`src/rtl/cts_pkg.sv`:
```
// ----------------------------------------------------------------------------
// cts_pkg
// Types and constants shared by the conveyor transfer sequencer.
// ----------------------------------------------------------------------------
`default_nettype none

package cts_pkg;

    localparam logic [15:0] PULSE_TICKS_RESET = 16'd200;

    typedef enum logic [1:0] {
        REQ_SCAN  = 2'd0,
        REQ_START = 2'd1,
        REQ_CALIB = 2'd2,
        REQ_SPEED = 2'd3
    } req_type_t;

    typedef enum logic [1:0] {
        LEVER_STOP = 2'd0,
        LEVER_FWD  = 2'd1,
        LEVER_BACK = 2'd2
    } lever_t;

    typedef enum logic [2:0] {
        RUN_IDLE     = 3'd0,
        RUN_WAIT_OBJ = 3'd1,
        RUN_PUSH     = 3'd2,
        RUN_OUT      = 3'd3,
        RUN_RETRACT  = 3'd4,
        RUN_CARRY    = 3'd5
    } run_state_t;

    typedef enum logic [2:0] {
        CAL_IDLE      = 3'd0,
        CAL_BELT_ONE  = 3'd1,
        CAL_BELT_TWO  = 3'd2,
        CAL_LEVER_OUT = 3'd3,
        CAL_LEVER_CHK = 3'd4,
        CAL_LEVER_IN  = 3'd5
    } calib_state_t;

    typedef enum logic [3:0] {
        MSG_NONE        = 4'd0,
        MSG_PAUSED      = 4'd1,
        MSG_DETECTED    = 4'd2,
        MSG_XFER_OUT    = 4'd3,
        MSG_MOVED       = 4'd4,
        MSG_IN_FAST     = 4'd5,
        MSG_XFER_IN     = 4'd6,
        MSG_TRANSIT     = 4'd7,
        MSG_ARRIVED     = 4'd8,
        MSG_TEST_BELT1  = 4'd9,
        MSG_TEST_BELT2  = 4'd10,
        MSG_TEST_OUT    = 4'd11,
        MSG_TEST_IN     = 4'd12,
        MSG_CAL_DONE    = 4'd13,
        MSG_FAST        = 4'd14,
        MSG_SLOW        = 4'd15
    } message_t;

    typedef struct packed {
        req_type_t req_type;
        logic      switch_on;
        logic      cube_at_start;
        logic      lever_home;
        logic      lever_out;
        logic      cube_at_end;
    } cts_item_t;

    typedef struct packed {
        run_state_t   run_state;
        calib_state_t calib_state;
        logic         calib_active;
        logic         run_enabled;
        logic         paused;
        logic         fast;
        logic         belt_one;
        logic         belt_two;
        lever_t       lever;
        logic [16:0]  pulse_count;
    } cts_state_t;

    typedef struct packed {
        logic         belt_one_run;
        logic         belt_two_run;
        lever_t       lever_drive;
        run_state_t   run_step;
        calib_state_t calib_step;
        message_t     message;
    } cts_result_t;

endpackage

`default_nettype wire

```
`src/rtl/cts_in_if.sv`:
```
// ----------------------------------------------------------------------------
// cts_in_if
// Request channel: scan ticks and switch events with sensor levels.
// ----------------------------------------------------------------------------
`default_nettype none

interface cts_in_if;
    logic       valid;
    logic       ready;
    logic [1:0] req_type;
    logic       switch_on;
    logic       cube_at_start;
    logic       lever_home;
    logic       lever_out;
    logic       cube_at_end;

    modport source (
        output valid, req_type, switch_on, cube_at_start, lever_home, lever_out,
               cube_at_end,
        input  ready
    );

    modport sink (
        input  valid, req_type, switch_on, cube_at_start, lever_home, lever_out,
               cube_at_end,
        output ready
    );
endinterface

`default_nettype wire

```
`src/rtl/cts_out_if.sv`:
```
// ----------------------------------------------------------------------------
// cts_out_if
// Response channel: motor drives, sequence states and message code.
// ----------------------------------------------------------------------------
`default_nettype none

interface cts_out_if;
    logic       valid;
    logic       ready;
    logic       belt_one_run;
    logic       belt_two_run;
    logic [1:0] lever_drive;
    logic [2:0] run_step;
    logic [2:0] calib_step;
    logic [3:0] message;

    modport source (
        output valid, belt_one_run, belt_two_run, lever_drive, run_step,
               calib_step, message,
        input  ready
    );

    modport sink (
        input  valid, belt_one_run, belt_two_run, lever_drive, run_step,
               calib_step, message,
        output ready
    );
endinterface

`default_nettype wire

```
`src/rtl/cts_step.sv`:
```
// ----------------------------------------------------------------------------
// cts_step
// Next-state and response logic for one transaction.
// ----------------------------------------------------------------------------
`default_nettype none

module cts_step
    import cts_pkg::*;
(
    input  wire cts_state_t  cur,
    input  wire cts_item_t   item,
    input  wire logic [15:0] pulse_ticks,
    output cts_state_t       nxt,
    output cts_result_t      result
);

    logic [15:0] pulse_len;
    logic [16:0] pulse_end;
    logic [16:0] cnt_inc;
    logic        pulse_on;
    logic        pulse_done;
    logic        cube_start;
    logic        home;
    logic        cube_end;
    message_t    msg;

    always_comb
    begin
        pulse_len  = (pulse_ticks == 16'd0) ? 16'd1 : pulse_ticks;
        pulse_end  = {pulse_len, 1'b0};
        cnt_inc    = cur.pulse_count + 17'd1;
        pulse_on   = cur.pulse_count < {1'b0, pulse_len};
        pulse_done = cnt_inc >= pulse_end;
    end

    always_comb
    begin
        nxt        = cur;
        msg        = MSG_NONE;
        cube_start = ~item.cube_at_start;
        home       = ~item.lever_home;
        cube_end   = ~item.cube_at_end;

        case (item.req_type)
            REQ_START:
            begin
                if (item.switch_on)
                begin
                    if (cur.paused)
                        nxt.paused = 1'b0;
                    else
                        nxt.run_state = RUN_WAIT_OBJ;
                    nxt.run_enabled = 1'b1;
                end
                else
                begin
                    nxt.run_enabled = 1'b0;
                    nxt.paused      = 1'b1;
                    nxt.belt_one    = 1'b0;
                    nxt.belt_two    = 1'b0;
                    nxt.lever       = LEVER_STOP;
                    msg             = MSG_PAUSED;
                end
            end
            REQ_CALIB:
            begin
                nxt.calib_active = item.switch_on;
                if (item.switch_on)
                begin
                    nxt.calib_state = CAL_BELT_ONE;
                    nxt.pulse_count = '0;
                end
            end
            REQ_SPEED:
            begin
                nxt.fast = item.switch_on;
                msg      = item.switch_on ? MSG_FAST : MSG_SLOW;
            end
            default:
            begin
                // belt one stops on object detect before any sequence step
                if (cur.run_state == RUN_WAIT_OBJ && cube_start)
                    nxt.belt_one = 1'b0;

                if (cur.calib_active)
                begin
                    case (cur.calib_state)
                        CAL_IDLE:
                        begin
                            nxt.belt_one = 1'b0;
                            nxt.belt_two = 1'b0;
                            nxt.lever    = LEVER_STOP;
                        end
                        CAL_BELT_ONE, CAL_BELT_TWO:
                        begin
                            if (cur.pulse_count == 17'd0)
                                msg = (cur.calib_state == CAL_BELT_ONE) ?
                                      MSG_TEST_BELT1 : MSG_TEST_BELT2;
                            if (cur.calib_state == CAL_BELT_ONE)
                                nxt.belt_one = pulse_on;
                            else
                                nxt.belt_two = pulse_on;
                            if (pulse_done)
                            begin
                                nxt.pulse_count = '0;
                                nxt.calib_state = (cur.calib_state == CAL_BELT_ONE) ?
                                                  CAL_BELT_TWO : CAL_LEVER_OUT;
                            end
                            else
                            begin
                                nxt.pulse_count = cnt_inc;
                            end
                        end
                        CAL_LEVER_OUT:
                        begin
                            msg          = MSG_TEST_OUT;
                            nxt.belt_two = 1'b0;
                            if (!item.lever_out)
                                nxt.lever = LEVER_FWD;
                            else
                            begin
                                nxt.lever       = LEVER_STOP;
                                nxt.calib_state = CAL_LEVER_CHK;
                            end
                        end
                        CAL_LEVER_CHK:
                        begin
                            if (item.lever_out)
                                nxt.calib_state = CAL_LEVER_IN;
                        end
                        CAL_LEVER_IN:
                        begin
                            msg = MSG_TEST_IN;
                            if (!home)
                                nxt.lever = LEVER_BACK;
                            else
                            begin
                                nxt.lever        = LEVER_STOP;
                                nxt.calib_state  = CAL_IDLE;
                                nxt.calib_active = 1'b0;
                                msg              = MSG_CAL_DONE;
                            end
                        end
                        default:
                        begin
                        end
                    endcase
                end
                else if (cur.run_enabled && !cur.paused)
                begin
                    case (cur.run_state)
                        RUN_IDLE:
                        begin
                            nxt.belt_one = 1'b0;
                            nxt.belt_two = 1'b0;
                            nxt.lever    = LEVER_STOP;
                        end
                        RUN_WAIT_OBJ:
                        begin
                            if (cube_start)
                            begin
                                nxt.belt_two  = 1'b1;
                                nxt.run_state = RUN_PUSH;
                                msg           = MSG_DETECTED;
                            end
                            else
                            begin
                                nxt.belt_one = 1'b1;
                                nxt.belt_two = 1'b0;
                                nxt.lever    = LEVER_STOP;
                            end
                        end
                        RUN_PUSH:
                        begin
                            if (!item.lever_out)
                            begin
                                nxt.lever    = LEVER_FWD;
                                nxt.belt_two = 1'b1;
                            end
                            else
                            begin
                                nxt.lever     = LEVER_STOP;
                                nxt.run_state = RUN_OUT;
                                msg           = MSG_XFER_OUT;
                            end
                        end
                        RUN_OUT:
                        begin
                            if (item.lever_out)
                            begin
                                nxt.run_state = RUN_RETRACT;
                                msg           = MSG_MOVED;
                            end
                        end
                        RUN_RETRACT:
                        begin
                            if (!home)
                                nxt.lever = LEVER_BACK;
                            else
                            begin
                                nxt.lever = LEVER_STOP;
                                if (cur.fast)
                                begin
                                    nxt.run_state = RUN_WAIT_OBJ;
                                    msg           = MSG_IN_FAST;
                                end
                                else
                                begin
                                    nxt.run_state = RUN_CARRY;
                                    msg           = MSG_XFER_IN;
                                end
                            end
                        end
                        RUN_CARRY:
                        begin
                            nxt.belt_two = 1'b1;
                            msg          = MSG_TRANSIT;
                            if (cube_end)
                            begin
                                nxt.belt_two  = 1'b0;
                                nxt.run_state = RUN_WAIT_OBJ;
                                msg           = MSG_ARRIVED;
                            end
                        end
                        default:
                        begin
                        end
                    endcase
                end
                else
                begin
                    nxt.belt_one = 1'b0;
                    nxt.belt_two = 1'b0;
                    nxt.lever    = LEVER_STOP;
                end
            end
        endcase

        result.belt_one_run = nxt.belt_one;
        result.belt_two_run = nxt.belt_two;
        result.lever_drive  = nxt.lever;
        result.run_step     = nxt.run_state;
        result.calib_step   = nxt.calib_state;
        result.message      = msg;
    end

endmodule

`default_nettype wire

```
`src/rtl/conveyor_transfer_sequencer.sv`:
```
// ----------------------------------------------------------------------------
// conveyor_transfer_sequencer
// Run and calibration sequencer for two belts and a transfer lever.
// ----------------------------------------------------------------------------
// Usage:
//   cmd carries one transaction per scan tick or switch event (start,
//   calibration, speed) with the four raw sensor levels. rsp returns one
//   transaction per request: latched belt and lever drives, run and
//   calibration step, and a message code.
//   The request is captured in an input register; the sequencer logic then
//   updates its state and loads the response register once rsp can take it.
//   rsp valid comes from the response register, so each request passes the
//   input and response registers in turn; throughput is one transaction per
//   cycle while rsp does not stall, set by the single state update per cycle.
//   cfg_we/cfg_data write pulse_ticks, the on and off half length of a
//   calibration motor pulse in scan ticks; write it only while idle.
//   Reset stops all drives, clears both sequences and flags, and sets
//   pulse_ticks to 200. When rsp stalls, the held response and one more
//   request in the input register are kept; cmd.ready drops until rsp
//   drains, and nothing is lost.
// ----------------------------------------------------------------------------
`default_nettype none

module conveyor_transfer_sequencer
    import cts_pkg::*;
(
    input  wire         clk,
    input  wire         rst_n,
    cts_in_if.sink      cmd,
    cts_out_if.source   rsp,
    input  wire         cfg_we,
    input  wire  [15:0] cfg_data
);

    logic        item_valid_reg;
    cts_item_t   item_reg;
    logic        rsp_valid_reg;
    cts_result_t rsp_reg;
    cts_state_t  state_reg;
    cts_state_t  state_next;
    cts_result_t rsp_next;
    logic [15:0] pulse_ticks_reg;
    logic        advance;
    logic        cmd_take;

    assign advance  = item_valid_reg && (!rsp_valid_reg || rsp.ready);
    assign cmd.ready = !item_valid_reg || advance;
    assign cmd_take = cmd.valid && cmd.ready;

    cts_step u_step (
        .cur         (state_reg),
        .item        (item_reg),
        .pulse_ticks (pulse_ticks_reg),
        .nxt         (state_next),
        .result      (rsp_next)
    );

    always_ff @(posedge clk or negedge rst_n)
    begin
        if (!rst_n)
            pulse_ticks_reg <= PULSE_TICKS_RESET;
        else if (cfg_we)
            pulse_ticks_reg <= cfg_data;
    end

    always_ff @(posedge clk or negedge rst_n)
    begin
        if (!rst_n)
        begin
            item_valid_reg <= 1'b0;
            rsp_valid_reg  <= 1'b0;
            state_reg      <= '0;
        end
        else
        begin
            if (cmd_take)
                item_valid_reg <= 1'b1;
            else if (advance)
                item_valid_reg <= 1'b0;

            if (advance)
            begin
                rsp_valid_reg <= 1'b1;
                state_reg     <= state_next;
            end
            else if (rsp.ready)
                rsp_valid_reg <= 1'b0;
        end
    end

    always_ff @(posedge clk)
    begin
        if (cmd_take)
        begin
            item_reg.req_type      <= req_type_t'(cmd.req_type);
            item_reg.switch_on     <= cmd.switch_on;
            item_reg.cube_at_start <= cmd.cube_at_start;
            item_reg.lever_home    <= cmd.lever_home;
            item_reg.lever_out     <= cmd.lever_out;
            item_reg.cube_at_end   <= cmd.cube_at_end;
        end
        if (advance)
            rsp_reg <= rsp_next;
    end

    assign rsp.valid        = rsp_valid_reg;
    assign rsp.belt_one_run = rsp_reg.belt_one_run;
    assign rsp.belt_two_run = rsp_reg.belt_two_run;
    assign rsp.lever_drive  = rsp_reg.lever_drive;
    assign rsp.run_step     = rsp_reg.run_step;
    assign rsp.calib_step   = rsp_reg.calib_step;
    assign rsp.message      = rsp_reg.message;

endmodule

`default_nettype wire

```
`src/flat_wrapper.sv`:
```
// flat-port wrapper written by rule: the top's interface ports become plain ports
module conveyor_transfer_sequencer_flat import cts_pkg::*;
  (clk, rst_n, cfg_we, cfg_data, cmd_valid, cmd_req_type, cmd_switch_on, cmd_cube_at_start, cmd_lever_home, cmd_lever_out, cmd_cube_at_end, cmd_ready, rsp_valid, rsp_belt_one_run, rsp_belt_two_run, rsp_lever_drive, rsp_run_step, rsp_calib_step, rsp_message, rsp_ready);
  cts_in_if cmd_i ();
  cts_out_if rsp_i ();
  input  wire clk;
  input  wire rst_n;
  input  wire cfg_we;
  input  wire  [15:0] cfg_data;
  input wire logic [$bits(cmd_i.valid)-1:0] cmd_valid;
  input wire logic [$bits(cmd_i.req_type)-1:0] cmd_req_type;
  input wire logic [$bits(cmd_i.switch_on)-1:0] cmd_switch_on;
  input wire logic [$bits(cmd_i.cube_at_start)-1:0] cmd_cube_at_start;
  input wire logic [$bits(cmd_i.lever_home)-1:0] cmd_lever_home;
  input wire logic [$bits(cmd_i.lever_out)-1:0] cmd_lever_out;
  input wire logic [$bits(cmd_i.cube_at_end)-1:0] cmd_cube_at_end;
  output wire logic [$bits(cmd_i.ready)-1:0] cmd_ready;
  output wire logic [$bits(rsp_i.valid)-1:0] rsp_valid;
  output wire logic [$bits(rsp_i.belt_one_run)-1:0] rsp_belt_one_run;
  output wire logic [$bits(rsp_i.belt_two_run)-1:0] rsp_belt_two_run;
  output wire logic [$bits(rsp_i.lever_drive)-1:0] rsp_lever_drive;
  output wire logic [$bits(rsp_i.run_step)-1:0] rsp_run_step;
  output wire logic [$bits(rsp_i.calib_step)-1:0] rsp_calib_step;
  output wire logic [$bits(rsp_i.message)-1:0] rsp_message;
  input wire logic [$bits(rsp_i.ready)-1:0] rsp_ready;
  assign cmd_i.valid = cmd_valid;
  assign cmd_i.req_type = cmd_req_type;
  assign cmd_i.switch_on = cmd_switch_on;
  assign cmd_i.cube_at_start = cmd_cube_at_start;
  assign cmd_i.lever_home = cmd_lever_home;
  assign cmd_i.lever_out = cmd_lever_out;
  assign cmd_i.cube_at_end = cmd_cube_at_end;
  assign cmd_ready = cmd_i.ready;
  assign rsp_valid = rsp_i.valid;
  assign rsp_belt_one_run = rsp_i.belt_one_run;
  assign rsp_belt_two_run = rsp_i.belt_two_run;
  assign rsp_lever_drive = rsp_i.lever_drive;
  assign rsp_run_step = rsp_i.run_step;
  assign rsp_calib_step = rsp_i.calib_step;
  assign rsp_message = rsp_i.message;
  assign rsp_i.ready = rsp_ready;
  conveyor_transfer_sequencer u_core (.clk(clk), .rst_n(rst_n), .cmd(cmd_i), .rsp(rsp_i), .cfg_we(cfg_we), .cfg_data(cfg_data));
endmodule
```
`config.mk`:
```
export PLATFORM = sky130hd
export DESIGN_NAME = conveyor_transfer_sequencer_flat
export DESIGN_NICKNAME = d
export VERILOG_FILES = /design/src/rtl/cts_pkg.sv /design/src/rtl/cts_in_if.sv /design/src/rtl/cts_out_if.sv /design/src/rtl/cts_step.sv /design/src/rtl/conveyor_transfer_sequencer.sv /design/src/flat_wrapper.sv
export SDC_FILE = /design/constraint.sdc
export NUM_CORES = 1
export LEC_CHECK = 0
export BUFFER_PORTS_ARGS = -buffer_cell sky130_fd_sc_hd__buf_2
export CORE_ASPECT_RATIO = 1.4
export CORE_UTILIZATION = 60
export DETAILED_ROUTE_END_ITERATION = 10
export GPL_TIMING_DRIVEN = 0
export PLACE_DENSITY = 0.8
export SYNTH_ARGS = -nofsm -noshare
export SYNTH_HDL_FRONTEND = slang
export SYNTH_SLANG_ARGS = --single-unit
```
`constraint.sdc`:
```
create_clock -name clk -period 6.4 [get_ports clk]
set_input_delay 0.32 -clock clk [delete_from_list [all_inputs] [get_ports clk]]
set_output_delay 0.32 -clock clk [all_outputs]
set_load 0.01 [all_outputs]
```
# --- Word-level counts from Yosys, hierarchy flattened ---
# Index checks and enable logic that the tools add are counted.
# Widths: inputs -> output; s select.
word_totals:
  register_bits: 70
  latchBits: 0
  ramBits: 0
  romBits: 0
  in_bits: 28
  out_inout_bits: 16
  elab_cells: 138
  n_memories: 0
op_classes:
  n_addsub: 1
  mul: 0
  n_div: 0
  order_cmp: 2
  n_eq_ne: 14
  shifts: 0
  n_mux: 69
  n_bitwise: 2
  reduce_logical: 25
ops:
  columns: ["operator", "count"]
  rows:
  - ["$mux 17", 4]
  - ["$mux 3", 15]
  - ["$mux 4", 10]
  - ["$pmux 17 s2", 1]
  - ["$pmux 4 s3", 2]
  - ["$pmux 4 s5", 1]
  - ["$add 17x1->17 const B", 1]
  - ["$ge 17x17->1", 1]
  - ["$logic_not 17->1", 1]
  - ["$lt 17x16->1", 1]
  - ["$mux 1", 17]
  - ["$logic_not 16->1", 1]
  - ["$mux 16", 1]
  - ["$pmux 4 s2", 2]
  - ["$pmux 3 s5", 1]
  - ["$mux 2", 7]
  - ["$eq 3x2->1 const B", 4]
  - ["$eq 3x3->1 const B", 4]
  - ["$pmux 3 s4", 1]
  - ["$pmux 2 s4", 1]
  - ["$reduce_bool 2->1", 4]
  - ["$reduce_or 2->1", 4]
  - ["$eq 3x1->1 const B", 2]
  - ["$logic_not 3->1", 2]
  - ["other kinds (13)", 25]

# --- Longest topological paths before layout ---
# Gate-level depths: netlist of the first run.
depth:
  word_depth: 8
  depth_mapped: 13
  depth_no_buf: 11

# --- By module ---
# From an unflattened synthesis of the first run, not the netlist that was laid out.
unflattened:
  hier_cells: 499
  hier_area_um2: 4924.7
modules_own_cells:
  columns: ["module", "instances", "cells_per_inst", "area_per_inst_um2", "seq_area_each_um2"]
  rows:
  - ["conveyor_transfer_sequencer", 1, 129, 2600.0, 1860.5]
  - ["cts_step", 1, 370, 2324.7, 0.0]

# --- Least setup slack after synthesis of the first run ---
# Ideal clock, no wire load.
synth_timing:
  kind: "register to register"
  start: "register u_core.state_reg[0] in the netlist's numbering"
  end: "register u_core.rsp_reg, in the netlist u_core.rsp.calib_step[0], data pin"
  setup_time_ns: 0.261
  t_arrival_ns: 2.825
  required_ns: 6.139
  setup_slack_ns: 3.314
  stages_incl_launch_ff: 13
  n_path_buf: 1
  path_cell_list: "dfrtp_1 ha_1 and4_1 nand4_1 or3_1 nand2_1 ha_1 nand4_1 nor3_1 a2bb2oi_1 clkbuf_1 a31oi_1 a311o_1"
synth_lines:
  columns: ["element", "line_no", "text"]
  rows:
  - ["from (decl)", "conveyor_transfer_sequencer.sv:39", "cts_state_t state_reg;"]
  - ["from (signal assigned)", "conveyor_transfer_sequencer.sv:84", "state_reg <= state_next;"]
  - ["to (signal assigned)", "conveyor_transfer_sequencer.sv:103", "rsp_reg <= rsp_next;"]
  - ["to (decl)", "conveyor_transfer_sequencer.sv:38", "cts_result_t rsp_reg;"]

==> results of run 1 <==
-- report_power, final --
part           internal (mW)  switching [mW]  leakage, nW  total (mW)
clock                  0.142           0.186       0.0914       0.328
sequential             0.513          0.0442        0.822       0.557
combinational          0.132           0.228         1.36       0.360
-- synth_stat cells (10+ instances only) --
cell type | n | area, µm²
clkbuf_1 | 18 | 67.6
nand2b_1 | 11 | 68.8
o21ai_0 | 39 | 195
nand4_1 | 13 | 81.3
ha_1 | 33 | 413
nor4_1 | 12 | 75.1
dfrtp_1 | 46 | 1150
nand2_1 | 63 | 236
nand3_1 | 13 | 65.1
edfxtp_1 | 21 | 631
a21oi_1 | 30 | 150
inv_1 | 34 | 128
nor2_1 | 26 | 97.6
buf_2 | 10 | 50.1
-- metrics by stage --
step,hold slack (ns),setup slack (ns)
3_3_place_gp,0.469,2.66
2_1_floorplan,0.0244,3.31
3_5_place_dp,0.486,2.58
5_1_grt,0.109,2.24
6_report,0.127,2.52
4_1_cts,0.120,2.56
-- layout make-up --
type                       count  area share (%)
clock buffer                   9            2.37
clock inverter                 7           0.935
tap                           97            2.33
sequential                    70            35.7
timing repair buffer          43            4.12
buffer                        32            2.71
inverter                      35            2.52
multi-input combinational    387            49.4
-- worst max-delay path by stage --
stage,depth (start not counted),end
6_report,12,u_core.rsp.calib_step[0]
2_1_floorplan,12,u_core.rsp.calib_step[0]
3_5_place_dp,12,u_core.rsp.calib_step[0]
4_1_cts,12,u_core.rsp.calib_step[0]
3_3_place_gp,12,u_core.rsp.calib_step[0]
5_1_grt,12,u_core.state_reg[16]
-- worst max-delay path, cell delays in order (launching register included) --
cell and delay, ns:
dfrtp_1 0.49, ha_1 0.28, and4_1 0.32, nand4_1 0.23, or3_1 0.44, nand2_1 0.11, ha_1 0.26, nand4_1 0.14
nor3_1 0.12, a2bb2oi_1 0.25, clkbuf_1 0.43, a31oi_1 0.15, a311o_1 0.40
-- kinds of logic after synthesis --
logic type	share of synthesized area, %
AOI/OAI and AO/OA	21.1
xor gates and xnor gates	2.79
adders and majority gates	8.77
buffers and inverters	5.79
DFF	39.5
muxes	1.51
and+or+nand+nor	20.5
-- per-layer routing --
layer,vias up,routed length (µm)
met2,208,6960
met5,-,0
met4,0,988
li1,2041,-
met3,72,732
met1,2035,4620
==> qor.yml, run 1 <==
outcome:
  status: "complete, no violations"
cts:
  cts_buffer_depth: 2
  cts_made_buffers: 9
  clkLatencyLatePin_ns: 0.36
  cts_max_level: 3
  cts_tree: "yes"
  clk_pin_slew_ns: 0.08
  cts-root-buf: "clkbuf_8"
  postCtsHoldBufs: 0
  postCtsResizedCells: 0
  postCtsSetupRepairBufs: 0
  clock_sinks: 70
die:
  row_count: 37
  die_area_mm2: 0.00821
  start_util_pct: 63.2
  die_w_um: 76.9
  ioPinCount: 44
  die-height_um: 107
  core_mm2: 0.00745
routing:
  wl_per_cell_um: 19.6
  drt-pass1-iter-count: 5
  dr_total_vias: 4356
  wl_um: 13300
  vias_per_cell: 6.41
  remaining_drc_errors: 0
  drt_iter0_markers: 312
  postRouteAntennaNets: 0
sta:
  clock_skew_ns: 0.00693
  tightestPinTransition_ns: 1.25
  max_freq_ghz: 0.257
  fin_crit_ns: 3.88
  setup_tns_ns: 0
  slew_headroom_pct: 16.8
  hold_viol_final: 0
  period_share_pct: 60.7
  maxSlewViolCount: 0
  setup_viol: 0
  rsz0062_at_grt: "false"
cells_and_area:
  synthToLayoutAreaGrowth_pct: 10.8
  diodes: 0
  multi_input_area_mm2: 0.00257
  fillers: 611
  final_util_pct: 70.0
  fin_cells: 680
  largest_reg_flops: 31
  nets: 639
  regArea_mm2: 0.00186
  drive_gt1_share_pct: 14.9
  stdcell_area_mm2: 0.00522
  layout_commonest_cell: "nand2_1"
  final_cell_mix: "nand2_1 (63), buf_2 (53), dfrtp_1 (46)"
worst_setup_path:
  criticalPathCategory: "reg2reg"
  cp-end-kind: "register"
  cp.arrival_ns: 3.98
  r2r_end: "u_core.rsp.calib_step[0]"
  reg2reg_depth: 12
  critPathLaunch: "u_core.state_reg[0]"
  crit_required_ns: 6.50
  cp_max_fo: 10
  r2r_start: "u_core.state_reg[0]"
  reg2reg_slack_ns: 2.52
  crit_path_start_kind: "register"
yosys:
  synth.avg_cell_area_um2: 8.99
  synth-seq-cells: 70
  ys_types: 68
  synth_enable_flop_cells: 21
  syn-cell-area_mm2: 0.00471
  yosysWarnings: 0
  synthCells: 524
  ys.flop_type: "dfrtp_1"
  seq_area_frac_synth_pct: 39.5
  synth_fp_nets: 585
  async_flop_share_pct: 70.0
global_route:
  grt.busiest_layer: "met2"
  grt_pass1_vias: 4416
  grt_max_degree: 50
  antenna_found_initial: 0
  grt.met2_usage_pct: 61.9
  grt_pass1_wl_um: 21500
  use_met1_pct: 35.5
  met3_usage_pct: 6.64
  grt_usage_pct: 34.7
  grt-ovfl-total: 0
worst_hold_path:
  worstHoldStart: "cmd_switch_on"
  holdPathEnd: "u_core.item_reg[4]"
  min_path_cells: 1
  hold_class: "in2reg"
place:
  placed_area_mm2: 0.00504
  numPortBuffers: 43
  gp_congestion: 0.938
  place_inst: 664
  dp_hpwl_um: 10000
power_and_ir_drop:
  powerDensity_mw_per_mm2: 239
  finalPower_mw: 1.25
  cellLeakagePower_nw: 2.27
  max-vdd-ir-drop_mv: 0.155
flow_run:
  drv_cap: 0
Note: power is estimated with default switching activity, not from simulation.
==> inputs of run 2 (changes only) <==
--- a/config.mk
+++ b/config.mk
@@ -7,10 +7,10 @@
 export LEC_CHECK = 0
 export BUFFER_PORTS_ARGS = -buffer_cell sky130_fd_sc_hd__buf_2
 export CORE_ASPECT_RATIO = 1.4
-export CORE_UTILIZATION = 60
+export CORE_UTILIZATION = 54
 export DETAILED_ROUTE_END_ITERATION = 10
 export GPL_TIMING_DRIVEN = 0
-export PLACE_DENSITY = 0.8
+export PLACE_DENSITY = 0.77
 export SYNTH_ARGS = -nofsm -noshare
 export SYNTH_HDL_FRONTEND = slang
 export SYNTH_SLANG_ARGS = --single-unit
==> constraint.sdc (replaced) <==
create_clock -name clk -period 3.34 [get_ports clk]
set_input_delay 0.167 -clock clk [delete_from_list [all_inputs] [get_ports clk]]
set_output_delay 0.167 -clock clk [all_outputs]
set_load 0.01 [all_outputs]
==> run 2 against run 1 <==
Against the previous run: the flow now finishes with violations (setup timing); flip-flop and latch count unchanged; sequential power increased by 92%; register-to-register slack got worse by 2.5 ns; critical endpoint unchanged.
==> qor.yml, run 2 (synthesis results as in run 1) <==
place:
  place_inst: 669  # +0.75%
  gp_congestion: 0.952  # +1.5%
  dp_slack_ns: -0.388  # -2.97 ns
  dp_hpwl_um: 9770  # -2.4%
  placed_area_mm2: 0.00505  # +0.12%
  numPortBuffers: 43  # unchanged
die:
  core_mm2: 0.00830  # +11%
  die_w_um: 80.9  # +5.3%
  start_util_pct: 56.8  # -6.4 points
  die-height_um: 112  # +5.3%
  row_count: 39  # +5.4%
  ioPinCount: 44  # unchanged
  die_area_mm2: 0.00910  # +11%
global_route:
  grt-ovfl-total: 0  # unchanged
  grt.met2_usage_pct: 55.6  # -6.3 points
  use_met1_pct: 33.4  # -2.1 points
  grt_usage_pct: 31.7  # -3.0 points
  grt_pass1_vias: 4410  # -0.14%
  grt_max_degree: 50  # unchanged
  grt.busiest_layer: "met2"
  antenna_found_initial: 0  # unchanged
  met3_usage_pct: 5.69  # -0.95 points
  grt_pass1_wl_um: 21600  # +0.19%
cts:
  clk_pin_slew_ns: 0.07  # about the same
  clkLatencyLatePin_ns: 0.35  # about the same
  clock_sinks: 70  # unchanged
  cts-root-buf: "clkbuf_16"
  cts_buffer_depth: 2  # unchanged
  cts_max_level: 3  # unchanged
  cts_made_buffers: 9  # unchanged
  cts_tree: "yes"
routing:
  dr_total_vias: 4534  # +4.1%
  vias_per_cell: 6.47  # +0.97%
  drt-pass1-iter-count: 7  # +2
  drt_iter0_markers: 336  # +7.7%
  wl_um: 14000  # +5.3%
  remaining_drc_errors: 0  # unchanged
  wl_per_cell_um: 20.0  # +2.2%
  postRouteAntennaNets: 0  # unchanged
power_and_ir_drop:
  powerDensity_mw_per_mm2: 493  # +110%
  max-vdd-ir-drop_mv: 0.330  # +110%
  cellLeakagePower_nw: 2.39  # +5.4%
worst_hold_path:
  min_path_cells: 3  # +2
  hold_class: "in2reg"
worst_setup_path:
  criticalPathCategory: "reg2reg"
  cp-end-kind: "register"
  crit_required_ns: 3.43  # -3.07 ns
  cp.arrival_ns: 3.44  # -0.54 ns
  crit_path_start_kind: "register"
  reg2reg_depth: 11  # -1
  cp_max_fo: 8  # -2
cells_and_area:
  largest_reg_flops: 31  # unchanged
  stdcell_area_mm2: 0.00559  # +7.1%
  nets: 655  # +2.5%
  layout_commonest_cell: "nand2_1"
  drive_gt1_share_pct: 19.0  # +4.1 points
  synthToLayoutAreaGrowth_pct: 18.6
  fin_cells: 701  # +3.1%
  diodes: 0  # unchanged
  final_cell_mix: "nand2_1 (62), buf_2 (49), dfrtp_1 (44)"
outcome:
  status: "finished, violations left"
  violations: "setup timing"
sta:
  setup_viol: 1  # +1
  hold_viol_final: 0  # unchanged
  fin_hold_ws_ns: 0.0186  # -0.108 ns
  tightestPinTransition_ns: 1.21  # -0.0341 ns
  maxSlewViolCount: 0  # unchanged
  fin_crit_ns: 3.34  # -0.540 ns
  max_freq_ghz: 0.299  # +16%
  slew_headroom_pct: 19.0  # +2.3 points
  clock_skew_ns: 0.0103  # +0.00336 ns
  fin_ws_ns: -0.00433  # -2.52 ns
  period_share_pct: 100  # +39 points
flow_run:
  drv_cap: 0  # unchanged
-- run 2: changes by cell type in the layout (fill, tap and decap cells not counted), moves of 3 or more --
cell           change
clkbuf_4           +3
clkbuf_8           -8
buf_4             +10
clkbuf_16          +9
buf_2              -4
dlygate4sd3_1      +7
nor3_1             -3
-- run 2: what timing repair did --
action | in CTS | in global routing
setup buffers | 0 | 9
hold buffers | 7 | 0
hold endpoints to repair | 7 | 0
pin swaps | 2 | 7
endpoints found under the setup margin | 21 | 21
gates cloned | 0 | 0
resized for setup | 12 | 17
-- run 2: routing by layer --
metal,vias up,wire (µm)
met5,-,0
met4,0,880
met3,71,693
met2,208,7290
met1,2167,5150
li1,2088,-
-- run 2: layout make-up --
cell class / instances / area [µm²]
fillers: 678 / 2710
multi-input cells: 387 / 2660
flip-flops and latches: 70 / 1860
repair buffers: 59 / 353
clock buffers: 9 / 225
plain buffers: 32 / 161
inverters: 35 / 131
well taps: 102 / 128
clock inverters: 7 / 61.3
-- run 2: path summary, 6_finish.rpt --
check / from / to / slack, ns
hold reg to reg: u_core.pulse_ticks_reg[0] / u_core.pulse_ticks_reg[0] / 0.51
hold / removal: cfg_data[9] / u_core.pulse_ticks_reg[9] / 0.02
min in group asynchronous: rst_n / u_core.state_reg[28] / 0.07
max in group asynchronous: rst_n / u_core.state_reg[1] / 2.48
setup reg to reg: u_core.state_reg[10] / u_core.rsp.calib_step[0] / -0.004
setup / recovery: u_core.state_reg[10] / u_core.rsp.calib_step[0] / -0.004
-- run 2: worst max-delay path, stage by stage, from the launching register on --
cell	delay, ns
dfrtp_1	0.36
clkbuf_1	0.33
and2_1	0.19
nand4_1	0.22
or3_1	0.39
nand2_1	0.10
ha_1	0.17
nand4_1	0.22
nor3_4	0.38
o311ai_4	0.17
and3_1	0.23
a311o_1	0.34
-- run 2: through the flow --
step	power (mW)	utilization, %	TNS (ns)
after floorplan	1.53	-	0
after global placement	1.72	60.9	-4.88
after detailed placement	1.74	60.9	-4.73
after CTS	2.69	65.6	-0.0363
after global routing	2.86	67.3	-1.57
final	2.75	67.3	-0.00433
-- run 2: power breakdown --
group	internal, mW	switching (mW)
registers	0.987	0.0836
logic	0.288	0.450
clock network	0.517	0.426
total	1.79	0.960
==> inputs of run 3 (changes only) <==
--- a/config.mk
+++ b/config.mk
@@ -9,8 +9,10 @@
 export CORE_ASPECT_RATIO = 1.4
 export CORE_UTILIZATION = 54
 export DETAILED_ROUTE_END_ITERATION = 10
+export GPL_ROUTABILITY_DRIVEN = 0
 export GPL_TIMING_DRIVEN = 0
 export PLACE_DENSITY = 0.77
+export SETUP_SLACK_MARGIN = 0.1
 export SYNTH_ARGS = -nofsm -noshare
 export SYNTH_HDL_FRONTEND = slang
 export SYNTH_SLANG_ARGS = --single-unit
==> run 3 against run 2 <==
Against the previous run: the flow now finishes without violations; via count rose by 2.5%; clock power grew 15%; worst hold slack worse by 0.0099 ns; combinational power increased by 3.7%; maximum frequency rose by 2.7%; sequential share of layout area shrank 0.98 points.
==> qor.yml, run 3 (synthesis results as in run 1) <==
power_and_ir_drop:
  finalPower_mw: 2.91  # +5.8%
  powerDensity_mw_per_mm2: 505  # +2.4%
  power.switching_mw: 0.968  # +0.81%
  max-vdd-ir-drop_mv: 0.393  # +19%
  p_int_mw: 1.94  # +8.5%
  p_seq_share_pct: 36.5  # -2.4 points
  cellLeakagePower_nw: 2.50  # +4.3%
  comb_power_share_pct: 26.3  # -0.5 points
  switching_share_pct: 33.2  # -1.6 points
  clockPowerShare_pct: 37.3  # +3.0 points
sta:
  hold_viol_final: 0  # unchanged
  fin_hold_ws_ns: 0.00867  # -0.00993 ns
  setup_viol: 0  # -1
  setup_tns_ns: 0  # +0.00433 ns
  period_share_pct: 97.5  # -2.7 points
  fin_crit_ns: 3.26  # -0.0888 ns
  rsz0062_at_grt: "false"
  tightestPinTransition_ns: 1.25  # +0.0352 ns
  maxSlewViolCount: 0  # unchanged
  clock_skew_ns: 0.00639  # -0.00390 ns
  max_freq_ghz: 0.307  # +2.7%
  slew_headroom_pct: 16.7  # -2.3 points
cts:
  cts_buffer_depth: 2  # unchanged
  cts_tree: "yes"
  clk_pin_slew_ns: 0.06  # about the same
  cts_made_buffers: 9  # unchanged
  clkLatencyLatePin_ns: 0.35  # about the same
  cts_max_level: 3  # unchanged
  cts-root-buf: "clkbuf_16"
  clock_sinks: 70  # unchanged
worst_setup_path:
  reg2reg_slack_ns: 0.08  # +0.09 ns
  criticalPathCategory: "reg2reg"
  crit_required_ns: 3.43  # about the same
  cp.arrival_ns: 3.34  # -0.10 ns
  crit_path_start_kind: "register"
  reg2reg_depth: 11  # unchanged
  r2r_end: "u_core.rsp.calib_step[0]"
  cp-end-kind: "register"
  r2r_start: "u_core.state_reg[2]"
  cp_max_fo: 6  # -2
routing:
  postRouteAntennaNets: 0  # unchanged
  remaining_drc_errors: 0  # unchanged
  dr_total_vias: 4646  # +2.5%
  wl_per_cell_um: 20.0  # +0.13%
  drt-pass1-iter-count: 5  # -2
  wl_um: 14200  # +1.3%
  drt_iter0_markers: 476  # +42%
  vias_per_cell: 6.55  # +1.3%
die:
  row_count: 39  # unchanged
  start_util_pct: 56.8  # unchanged
  core_mm2: 0.00830  # unchanged
  ioPinCount: 44  # unchanged
  die_w_um: 80.9  # unchanged
  die-height_um: 112  # unchanged
  die_area_mm2: 0.00910  # unchanged
cells_and_area:
  multi_input_area_mm2: 0.00272  # +2.3%
  fillers: 623  # -8.1%
  drive_gt1_share_pct: 22.4  # +3.4 points
  synthToLayoutAreaGrowth_pct: 22.5
  nets: 663  # +1.2%
  layout_commonest_cell: "nand2_1"
  final_util_pct: 69.5  # +2.2 points
  diodes: 0  # unchanged
  final_cell_mix: "nand2_1 (60), buf_2 (49), dfrtp_1 (40)"
  fin_cells: 709  # +1.1%
  regArea_mm2: 0.00187  # +0.27%
  largest_reg_flops: 31  # unchanged
global_route:
  grt_pass1_wl_um: 21600  # about the same
  grt_usage_pct: 31.6  # -0.085 points
  grt-ovfl-total: 0  # unchanged
  antenna_found_initial: 0  # unchanged
  grt_max_degree: 50  # unchanged
  grt_pass1_vias: 4524  # +2.6%
worst_hold_path:
  min_path_cells: 1  # -2
  hold_class: "in2reg"
  holdPathEnd: "u_core.item_reg[4]"
  worstHoldStart: "cmd_switch_on"
place:
  place_inst: 669  # unchanged
  dp_hpwl_um: 9630  # -1.5%
  numPortBuffers: 43  # unchanged
outcome:
  status: "complete, no violations"
flow_run:
  drv_cap: 0  # unchanged
[run 3: cell count changes in the layout (fill, tap and decap cells not counted), moves of 3 or more]
cell / previous run / this run
buf_6: 1 / 4
dfrtp_1: 44 / 40
clkbuf_1: 17 / 14
buf_4: 10 / 18
dfrtp_2: 2 / 6
[run 3: worst max-delay path by stage]
stage	startpoint	end	slack, ns	depth (start not counted)
after floorplan	u_core.state_reg[0]	u_core.rsp.calib_step[0]	0.25	12
after global placement	u_core.state_reg[0]	u_core.rsp.calib_step[0]	-0.38	12
after detailed placement	u_core.state_reg[0]	u_core.state_reg[5]	-0.42	12
after CTS	u_core.state_reg[5]	u_core.rsp.calib_step[0]	0.12	11
after global routing	u_core.state_reg[2]	u_core.rsp.calib_step[0]	0.02	11
final	u_core.state_reg[2]	u_core.rsp.calib_step[0]	0.08	11
[run 3: worst max-delay path, cell delays in order (launching register included)]
cell and delay [ns]:
dfrtp_1 0.40, buf_6 0.15, and4_4 0.27, nand4_1 0.22
o21ai_2 0.28, nand2_4 0.09, ha_4 0.27, nand4_1 0.18
nor3_4 0.38, o311ai_4 0.18, and3_4 0.21, a311o_1 0.38
[run 3: metrics by stage]
stage          setup WS [ns]  cell area, µm²
3_3_place_gp          -0.376            5050
3_5_place_dp          -0.422            5050
2_1_floorplan          0.254            4710
4_1_cts                0.122            5550
6_report              0.0845            5770
5_1_grt               0.0152            5770
[run 3: what timing repair did]
item | in CTS | in global routing
hold buffers | 6 | 0
pin swaps | 4 | 17
setup buffers | 5 | 13
hold endpoints to repair | 6 | 0
resized for setup | 17 | 40
gates cloned | 0 | 0
endpoints found under the setup margin | 21 | 19
[run 3: area by class of cell]
class	count	area share (%)
Multi-Input combinational cell	387	47.2
Sequential cell	70	32.4
Timing Repair Buffer	67	7.11
Clock buffer	9	3.90
Buffer	32	3.12
Inverter	35	2.28
Tap cell	102	2.21
Clock inverter	7	1.78
[run 3: layer usage]
metal / global-route usage [%] / vias to the layer above / part of all wire [%]
met4: 23.6 / 0 / 7.4
met1: 34.1 / 2217 / 36
met2: 53.6 / 236 / 52
met3: 5.61 / 84 / 5.4
li1: - / 2109 / -
met5: 0 / - / 0
[run 3: power by group through the flow]
stage | Clock [mW] | Combinational (mW) | Sequential [mW]
global placement | 0 | 0.633 | 1.08
detailed placement | 0 | 0.658 | 1.08
finish | 1.08 | 0.765 | 1.06
CTS | 1.09 | 0.705 | 1.05
global route | 1.12 | 0.826 | 1.07
floorplan | 0 | 0.462 | 1.07
